$ cat config.mk
export PLATFORM = sky130hd
export DESIGN_NAME = playfair_cipher_encryptor_unit
export DESIGN_NICKNAME = d
export VERILOG_FILES = /design/src/hw/rtl/plfr_pkg.sv /design/src/hw/rtl/plfr_ram.sv /design/src/hw/rtl/playfair_cipher_encryptor_unit.sv
export SDC_FILE = /design/constraint.sdc
export NUM_CORES = 1
export LEC_CHECK = 0
export ABC_AREA = 1
export CAP_MARGIN = 15
export CORE_MARGIN = 8
export CORE_UTILIZATION = 38
export DETAILED_ROUTE_END_ITERATION = 7
export DONT_BUFFER_PORTS = 1
export GPL_ROUTABILITY_DRIVEN = 0
export GPL_TIMING_DRIVEN = 0
export HOLD_SLACK_MARGIN = 0.06
export PLACE_DENSITY = 0.5
export SLEW_MARGIN = 20
export SYNTH_ARGS = -nofsm -noshare
export SYNTH_HDL_FRONTEND = slang
export SYNTH_SLANG_ARGS = --single-unit
export TNS_END_PERCENT = 100
$ cat constraint.sdc
create_clock -name clk -period 10.3 [get_ports clk]
set_input_delay 2.06 -clock clk [delete_from_list [all_inputs] [get_ports clk]]
set_output_delay 2.06 -clock clk [all_outputs]
set_load 0.02 [all_outputs]
$ cat src/hw/rtl/plfr_pkg.sv
`default_nettype none
package plfr_pkg;

  localparam int unsigned SQ_CELLS = 25;
  localparam int unsigned LETTERS  = 26;

  localparam logic [4:0] LET_I = 5'd8;
  localparam logic [4:0] LET_J = 5'd9;
  localparam logic [4:0] LET_X = 5'd23;

  localparam logic [6:0] ASCII_A = 7'd65;

  typedef logic [LETTERS-1:0] lmask_t;
  localparam lmask_t J_MASK = lmask_t'(1) << LET_J;

  typedef enum logic [1:0] {
    FN_KEY    = 2'd0,
    FN_FINISH = 2'd1,
    FN_MSG    = 2'd2,
    FN_END    = 2'd3
  } func_e;

  typedef struct packed {
    func_e      func;
    logic [7:0] char_code;
  } in_req_t;

  typedef struct packed {
    logic [6:0] cipher_char;
    logic       pair_last;
    logic       message_end;
  } out_req_t;

  typedef enum logic [2:0] {
    ST_IDLE,
    ST_FILL,
    ST_RD_A,
    ST_RD_B,
    ST_RD_CA,
    ST_RD_CB,
    ST_DONE
  } state_e;

  typedef struct packed {
    logic       ok;
    logic [4:0] idx;
  } clean_t;

  // letter index 0..25, J folded to I
  function automatic clean_t clean_letter(input logic [7:0] code);
    clean_t     res;
    logic [7:0] d;
    res = '0;
    d   = '0;
    if (code >= 8'd65 && code <= 8'd90) begin
      d      = code - 8'd65;
      res.ok = 1'b1;
    end else if (code >= 8'd97 && code <= 8'd122) begin
      d      = code - 8'd97;
      res.ok = 1'b1;
    end
    res.idx = d[4:0];
    if (res.idx == LET_J) begin
      res.idx = LET_I;
    end
    return res;
  endfunction

  function automatic logic [2:0] pos_row(input logic [4:0] p);
    logic [2:0] r;
    r = 3'd0;
    priority if (p >= 5'd20) r = 3'd4;
    else if (p >= 5'd15)     r = 3'd3;
    else if (p >= 5'd10)     r = 3'd2;
    else if (p >= 5'd5)      r = 3'd1;
    else                     r = 3'd0;
    return r;
  endfunction

  function automatic logic [4:0] mk_pos(input logic [2:0] row, input logic [2:0] col);
    return {row, 2'b00} + {2'b00, row} + {2'b00, col};
  endfunction

  function automatic logic [2:0] pos_col(input logic [4:0] p);
    logic [4:0] c;
    c = p - mk_pos(pos_row(p), 3'd0);
    return c[2:0];
  endfunction

  function automatic logic [2:0] inc5(input logic [2:0] v);
    return (v == 3'd4) ? 3'd0 : v + 3'd1;
  endfunction

endpackage
`default_nettype wire

$ cat src/hw/rtl/plfr_ram.sv
`default_nettype none
module plfr_ram #(
  parameter int unsigned WIDTH = 8,
  parameter int unsigned DEPTH = 32
) (
  input  wire logic                     clk,
  input  wire logic                     we,
  input  wire logic [$clog2(DEPTH)-1:0] waddr,
  input  wire logic [WIDTH-1:0]         wdata,
  input  wire logic                     re,
  input  wire logic [$clog2(DEPTH)-1:0] raddr,
  output logic      [WIDTH-1:0]         rdata
);

  logic [WIDTH-1:0] mem [DEPTH];

  always_ff @(posedge clk) begin
    if (we) begin
      mem[waddr] <= wdata;
    end
    if (re) begin
      rdata <= mem[raddr];
    end
  end

endmodule
`default_nettype wire

$ cat src/hw/rtl/playfair_cipher_encryptor_unit.sv
`default_nettype none
// Playfair encryptor over ASCII bytes. Key bytes (func 0) fill a 5x5 square; a finish
// request (func 1) completes it with the unused letters, one letter per cycle.
// Message bytes (func 2) and end of message (func 3) before finish are dropped; a key
// byte after finish starts a new key. Key bytes and message bytes that only buffer a
// letter stay in the idle state. For a request that closes a pair, the letter-place
// memory and then the key-square memory each have one read port, so the two positions
// and the two cipher letters are read one after another. The two cipher letters then
// leave from a two-entry output buffer; a new request is taken while they wait.
module playfair_cipher_encryptor_unit (
  input  wire logic              clk,
  input  wire logic              rst_n,
  input  wire logic              in_valid,
  output logic                   in_ready,
  input  wire plfr_pkg::in_req_t in_req,
  output logic                   out_valid,
  input  wire logic              out_ready,
  output plfr_pkg::out_req_t     out_req
);
  import plfr_pkg::*;

  state_e     state_r, state_nxt;
  lmask_t     used_r, used_nxt;
  logic [4:0] fill_r, fill_nxt;
  logic       fin_r, fin_nxt;
  logic [4:0] pend_r, pend_nxt;
  logic       pend_vld_r, pend_vld_nxt;
  logic [4:0] idx_r, idx_nxt;
  logic [1:0] cnt_r, cnt_nxt;

  logic [4:0] a_r, a_nxt;
  logic [4:0] b_r, b_nxt;
  logic       flag_r, flag_nxt;
  logic [4:0] pa_r, pa_nxt;
  logic [4:0] ob_r, ob_nxt;
  logic [4:0] t0_r, t0_nxt;
  logic [4:0] o0_r, o0_nxt;
  logic [4:0] o1_r, o1_nxt;
  logic       oend_r, oend_nxt;

  logic       place_en;
  logic [4:0] place_let;
  logic [4:0] place_fill;
  logic       lp_re, ks_re;
  logic [4:0] lp_raddr, ks_raddr;
  logic [4:0] lp_rdata, ks_rdata;

  clean_t     cl;
  lmask_t     used_base;
  logic [4:0] fill_base;
  logic [2:0] ra, ca, rb, cb;
  logic [4:0] oa, ob;

  plfr_ram #(.WIDTH(5), .DEPTH(LETTERS)) u_place (
    .clk   (clk),
    .we    (place_en),
    .waddr (place_let),
    .wdata (place_fill),
    .re    (lp_re),
    .raddr (lp_raddr),
    .rdata (lp_rdata)
  );

  plfr_ram #(.WIDTH(5), .DEPTH(SQ_CELLS)) u_square (
    .clk   (clk),
    .we    (place_en),
    .waddr (place_fill),
    .wdata (place_let),
    .re    (ks_re),
    .raddr (ks_raddr),
    .rdata (ks_rdata)
  );

  always_ff @(posedge clk) begin
    if (!rst_n) begin
      state_r    <= ST_IDLE;
      used_r     <= J_MASK;
      fill_r     <= '0;
      fin_r      <= 1'b0;
      pend_r     <= '0;
      pend_vld_r <= 1'b0;
      idx_r      <= '0;
      cnt_r      <= '0;
    end else begin
      state_r    <= state_nxt;
      used_r     <= used_nxt;
      fill_r     <= fill_nxt;
      fin_r      <= fin_nxt;
      pend_r     <= pend_nxt;
      pend_vld_r <= pend_vld_nxt;
      idx_r      <= idx_nxt;
      cnt_r      <= cnt_nxt;
    end
  end

  always_ff @(posedge clk) begin
    a_r    <= a_nxt;
    b_r    <= b_nxt;
    flag_r <= flag_nxt;
    pa_r   <= pa_nxt;
    ob_r   <= ob_nxt;
    t0_r   <= t0_nxt;
    o0_r   <= o0_nxt;
    o1_r   <= o1_nxt;
    oend_r <= oend_nxt;
  end

  always_comb begin
    ra = pos_row(pa_r);
    ca = pos_col(pa_r);
    rb = pos_row(lp_rdata);
    cb = pos_col(lp_rdata);
    if (ra == rb) begin
      oa = mk_pos(ra, inc5(ca));
      ob = mk_pos(rb, inc5(cb));
    end else if (ca == cb) begin
      oa = mk_pos(inc5(ra), ca);
      ob = mk_pos(inc5(rb), cb);
    end else begin
      oa = mk_pos(ra, cb);
      ob = mk_pos(rb, ca);
    end
  end

  always_comb begin
    state_nxt    = state_r;
    used_nxt     = used_r;
    fill_nxt     = fill_r;
    fin_nxt      = fin_r;
    pend_nxt     = pend_r;
    pend_vld_nxt = pend_vld_r;
    idx_nxt      = idx_r;
    cnt_nxt      = cnt_r;
    a_nxt        = a_r;
    b_nxt        = b_r;
    flag_nxt     = flag_r;
    pa_nxt       = pa_r;
    ob_nxt       = ob_r;
    t0_nxt       = t0_r;
    o0_nxt       = o0_r;
    o1_nxt       = o1_r;
    oend_nxt     = oend_r;

    place_en   = 1'b0;
    place_let  = '0;
    place_fill = '0;
    lp_re      = 1'b0;
    lp_raddr   = a_r;
    ks_re      = 1'b0;
    ks_raddr   = ob_r;

    cl        = clean_letter(in_req.char_code);
    used_base = fin_r ? J_MASK : used_r;
    fill_base = fin_r ? 5'd0 : fill_r;

    in_ready  = (state_r == ST_IDLE);
    out_valid = (cnt_r != 2'd0);
    if (cnt_r == 2'd2) begin
      out_req = '{cipher_char: ASCII_A + {2'b00, o0_r}, pair_last: 1'b0, message_end: 1'b0};
    end else begin
      out_req = '{cipher_char: ASCII_A + {2'b00, o1_r}, pair_last: 1'b1, message_end: oend_r};
    end
    if (out_valid && out_ready) begin
      cnt_nxt = cnt_r - 2'd1;
    end

    unique case (state_r)
      ST_IDLE: begin
        if (in_valid) begin
          unique case (in_req.func)
            FN_KEY: begin
              fin_nxt      = 1'b0;
              used_nxt     = used_base;
              fill_nxt     = fill_base;
              if (fin_r) begin
                pend_vld_nxt = 1'b0;
              end
              place_let  = cl.idx;
              place_fill = fill_base;
              if (cl.ok && !used_base[cl.idx] && fill_base < 5'(SQ_CELLS)) begin
                place_en = 1'b1;
                used_nxt = used_base | (lmask_t'(1) << cl.idx);
                fill_nxt = fill_base + 5'd1;
              end
            end
            FN_FINISH: begin
              if (!fin_r) begin
                idx_nxt   = '0;
                state_nxt = ST_FILL;
              end
            end
            FN_MSG: begin
              if (fin_r && cl.ok) begin
                if (!pend_vld_r) begin
                  pend_nxt     = cl.idx;
                  pend_vld_nxt = 1'b1;
                end else begin
                  a_nxt     = pend_r;
                  flag_nxt  = 1'b0;
                  state_nxt = ST_RD_A;
                  if (pend_r == cl.idx) begin
                    b_nxt = LET_X;
                  end else begin
                    b_nxt        = cl.idx;
                    pend_vld_nxt = 1'b0;
                  end
                end
              end
            end
            FN_END: begin
              if (fin_r && pend_vld_r) begin
                a_nxt        = pend_r;
                b_nxt        = LET_X;
                flag_nxt     = 1'b1;
                pend_vld_nxt = 1'b0;
                state_nxt    = ST_RD_A;
              end
            end
            default: ;
          endcase
        end
      end
      ST_FILL: begin
        place_let  = idx_r;
        place_fill = fill_r;
        if (!used_r[idx_r] && fill_r < 5'(SQ_CELLS)) begin
          place_en = 1'b1;
          used_nxt = used_r | (lmask_t'(1) << idx_r);
          fill_nxt = fill_r + 5'd1;
        end
        idx_nxt = idx_r + 5'd1;
        if (idx_r == 5'(LETTERS - 1)) begin
          fin_nxt   = 1'b1;
          state_nxt = ST_IDLE;
        end
      end
      ST_RD_A: begin
        lp_re     = 1'b1;
        lp_raddr  = a_r;
        state_nxt = ST_RD_B;
      end
      ST_RD_B: begin
        lp_re     = 1'b1;
        lp_raddr  = b_r;
        pa_nxt    = lp_rdata;
        state_nxt = ST_RD_CA;
      end
      ST_RD_CA: begin
        ks_re     = 1'b1;
        ks_raddr  = oa;
        ob_nxt    = ob;
        state_nxt = ST_RD_CB;
      end
      ST_RD_CB: begin
        ks_re     = 1'b1;
        ks_raddr  = ob_r;
        t0_nxt    = ks_rdata;
        state_nxt = ST_DONE;
      end
      ST_DONE: begin
        if (cnt_r == 2'd0) begin
          o0_nxt    = t0_r;
          o1_nxt    = ks_rdata;
          oend_nxt  = flag_r;
          cnt_nxt   = 2'd2;
          state_nxt = ST_IDLE;
        end
      end
      default: state_nxt = ST_IDLE;
    endcase
  end

endmodule
`default_nettype wire

==> flow_summary.json <==
{
  "status": "finished, final reports clean",
  "wire_per_inst_um": 19.67,
  "synth_largest_area_cell": "edfxtp_1",
  "overflow": 0,
  "end_kind": "register",
  "dp_cells": 2569,
  "synth_edf_count": 302,
  "synth.cell_area_um2": 18060,
  "cts_made_buffers": 40,
  "seq_power_share_pct": 47.1,
  "via_per_inst": 5.346,
  "cp_max_fo": 10,
  "fin_skew_ps": 24.29,
  "wl_met3_um": 2811,
  "multi_input_area_um2": 6918,
  "wl_met2_um": 24190,
  "rsz0062_at_grt": "false",
  "worstRegToRegCells": 24,
  "crit_top_cell": "nand2_1",
  "combPwrFrac_pct": 10.0,
  "crit_slowest_cell": "fa_1",
  "track_usage_pct": 19.13,
  "final.setup.tns_ps": 0,
  "hold_viol": 0,
  "synth_seq_cells": 350,
  "diodes": 0,
  "initial_core_util_pct": 38.14,
  "drt_iter0_markers": 1231,
  "wl_um": 51980,
  "synth_warnings": 0,
  "fmax_mhz": 194.1,
  "fin_crit_ps": 5152,
  "synth.avg_cell_area_um2": 9.260,
  "finalCritPeriodShare_pct": 50.02,
  "switching_share_pct": 25.43,
  "drc_errors": 0,
  "synth.distinct_cells": 57,
  "synth_top_area_share_pct": 50.23,
  "postCtsSetupBuffers": 0,
  "clock-sinks": 350,
  "clock_latency_ps": 570,
  "areaGrowthSynthToFinish_pct": 12.29,
  "grt_pass1_wl_um": 81450,
  "routed-via-count": 14129,
  "layout_common_cells": "nand2_1, edfxtp_1, nor2_1",
  "seqCellArea_um2": 10030,
  "ir_drop_uv": 120.5,
  "yosys-top-cells-area": "edfxtp_1, nand2_1, nand3_1, dfxtp_1, nor2_1",
  "mappedNetlistNets": 2017,
  "final_nets": 2063,
  "drv_cap": 0,
  "dr.pass1.iters": 5,
  "io_pins": 25,
  "worst_pin_slew_ps": 1072,
  "async_reset_ff_share_pct": 0,
  "p_int_uw": 2486,
  "worstPathRequired_ps": 10590,
  "dieWidth_um": 234.0,
  "cts_hold_buffers": 0,
  "stdcell_count": 2643,
  "path_class": "register to register",
  "row_count": 80,
  "port_buffers": 0,
  "coreArea_um2": 47350,
  "hold_path_class": "register to register",
  "ant_nets": 0,
  "htreeDepth": 2,
  "p_per_area_nw_per_um2": 164.4,
  "cts_resized": 0,
  "routedLengthMet1_um": 23710,
  "grt_pass1_vias": 14044,
  "drive_gt1_share_pct": 7.298,
  "crit_chain": "a21o_1, nor2_1, nand2_1, nand2_2, nand2_1, inv_1, ha_1, inv_1, fa_1, xnor2_1, nand3_1, nand2_2, inv_1, fa_1, fa_1, xnor2_1, o21ai_0, nand2_1, a22oi_2, clkinv_1, nand3_1, nand2_1, nand2_1, nand2_1",
  "critPathLaunchType": "register",
  "final_max_slew_viol_count": 0,
  "power.total_uw": 3334,
  "finalSetupViolCount": 0,
  "antenna_found_initial": 0,
  "holdPathStages": 0,
  "hold_ws_ps": 419.0,
  "ys.flop_type": "edfxtp_1",
  "r2r_start": "pa_r[3]$_DFFE_PP_",
  "die_area_um2": 54750,
  "synthCells": 1950,
  "path_clk_slew_ps": 60,
  "p_leak_uw": 0.007730,
  "stdcell_area_um2": 20280,
  "r2r_setup_slack_ps": 5150,
  "critPathArrivalTime_ps": 5450,
  "placed_area_um2": 18960,
  "switchingPower_uw": 847.9,
  "ys_seq_area_share_pct": 55.55,
  "clock-root-buffer": "clkbuf_16",
  "clk_path_buf_depth": 3,
  "dieHeight_um": 234.0,
  "reg2reg_to": "u_square.rdata[1]$_DFFE_PP_",
  "fill_cells": 4648,
  "cts_tree": "yes",
  "worstHoldStart": "t0_r[3]$_DFFE_PP_",
  "grt_max_degree": 31,
  "post-dp-hpwl_um": 37880,
  "power_frac_clock_pct": 42.9,
  "highest_layer": "met4",
  "max-slew-margin-rel_pct": 27.96,
  "whs_endpoint": "o0_r[3]$_DFFE_PP_",
  "mostFrequentLayoutCell": "nand2_1",
  "cpPeakStageDelay_ps": 540
}
-- registers in the layout, indices dropped and copies added (netlist names), 5 cells and up --
register,count
u_place.mem,130
u_square.mem,125
used_r,26
a_r,5
b_r,5
fill_r,5
idx_r,5
o0_r,5
o1_r,5
ob_r,5
pa_r,5
pend_r,5
t0_r,5
u_place.rdata,5
u_square.rdata,5
-- area by class of cell --
class / count / area share, %
plain buffers: 88 / 1.907
clock buffers: 51 / 5.190
well taps: 615 / 3.795
inverters: 204 / 3.777
clock inverters: 23 / 1.302
flip-flops and latches: 350 / 49.47
repair buffers: 4 / 0.4443
multi-input cells: 1308 / 34.12
-- logic make-up after synthesis --
kind of cell / count (synthesis) / share of synthesized area, %
AO/OA/AOI/OAI: 333 / 10.64
XOR/XNOR: 27 / 1.310
adder cells (fa/ha/maj): 53 / 4.088
buffers and inverters: 292 / 6.382
flip-flops: 350 / 55.55
multiplexers: 7 / 0.4227
other: 1 / 0.02077
AND/OR/NAND/NOR: 887 / 21.59
-- critical path: cells and delay by family (launching register included) --
kind | cells | cell delay (ps)
buffers and inverters | 4 | 640
adders and majority gates | 4 | 1540
and+or+nand+nor | 11 | 1350
AOI/OAI and AO/OA | 3 | 550
xor gates and xnor gates | 2 | 340
DFF | 1 | 460
-- how the worst max path moves through the flow --
stage,startpoint,to,slack (ps),depth (start not counted)
finish,pa_r[3]$_DFFE_PP_,u_square.rdata[1]$_DFFE_PP_,5150,24
global route,pa_r[3]$_DFFE_PP_,u_square.rdata[3]$_DFFE_PP_,4760,24
CTS,cnt_r[0]$_SDFF_PN0_,out_req[6],5100,9
detailed placement,in_req[0],u_square.mem[22][4]$_DFFE_PP_,4740,15
global placement,in_req[0],u_place.mem[14][1]$_DFFE_PP_,3810,12
floorplan,in_req[0],u_place.mem[14][0]$_DFFE_PP_,5570,14
-- cell usage after synthesis (27+ instances only) --
cell and n:
inv_1 186, nand3b_1 42, dfxtp_1 48, a21oi_1 69, nor2_1 234, nand3_1 201
nand2_1 359, ha_1 43, clkbuf_1 55, edfxtp_1 302, o21ai_0 161, buf_2 27
-- power groups by stage --
stage,clock network [uW],logic [uW],registers (uW)
final,1430,333,1570
after global routing,1520,371,1570
after CTS,1460,331,1570
after detailed placement,0,329,1600
after global placement,0,325,1600
after floorplan,0,230,1590
-- per-stage QoR --
| step | utilization (%) | setup slack (ps) |
|---|---|---|
| after detailed placement | 40.04 | 4738 |
| after global routing | 42.83 | 4756 |
| final | 42.83 | 5148 |
| after floorplan | - | 5571 |
| after global placement | 39.76 | 3810 |
| after CTS | 42.83 | 5097 |
-- routing by layer --
layer	vias up	global-route usage [%]
met1	6830	25.89
met3	88	3.266
met5	-	0
li1	6812	-
met4	0	5.467
met2	399	31.32
Power figures use the tool's default switching activity.
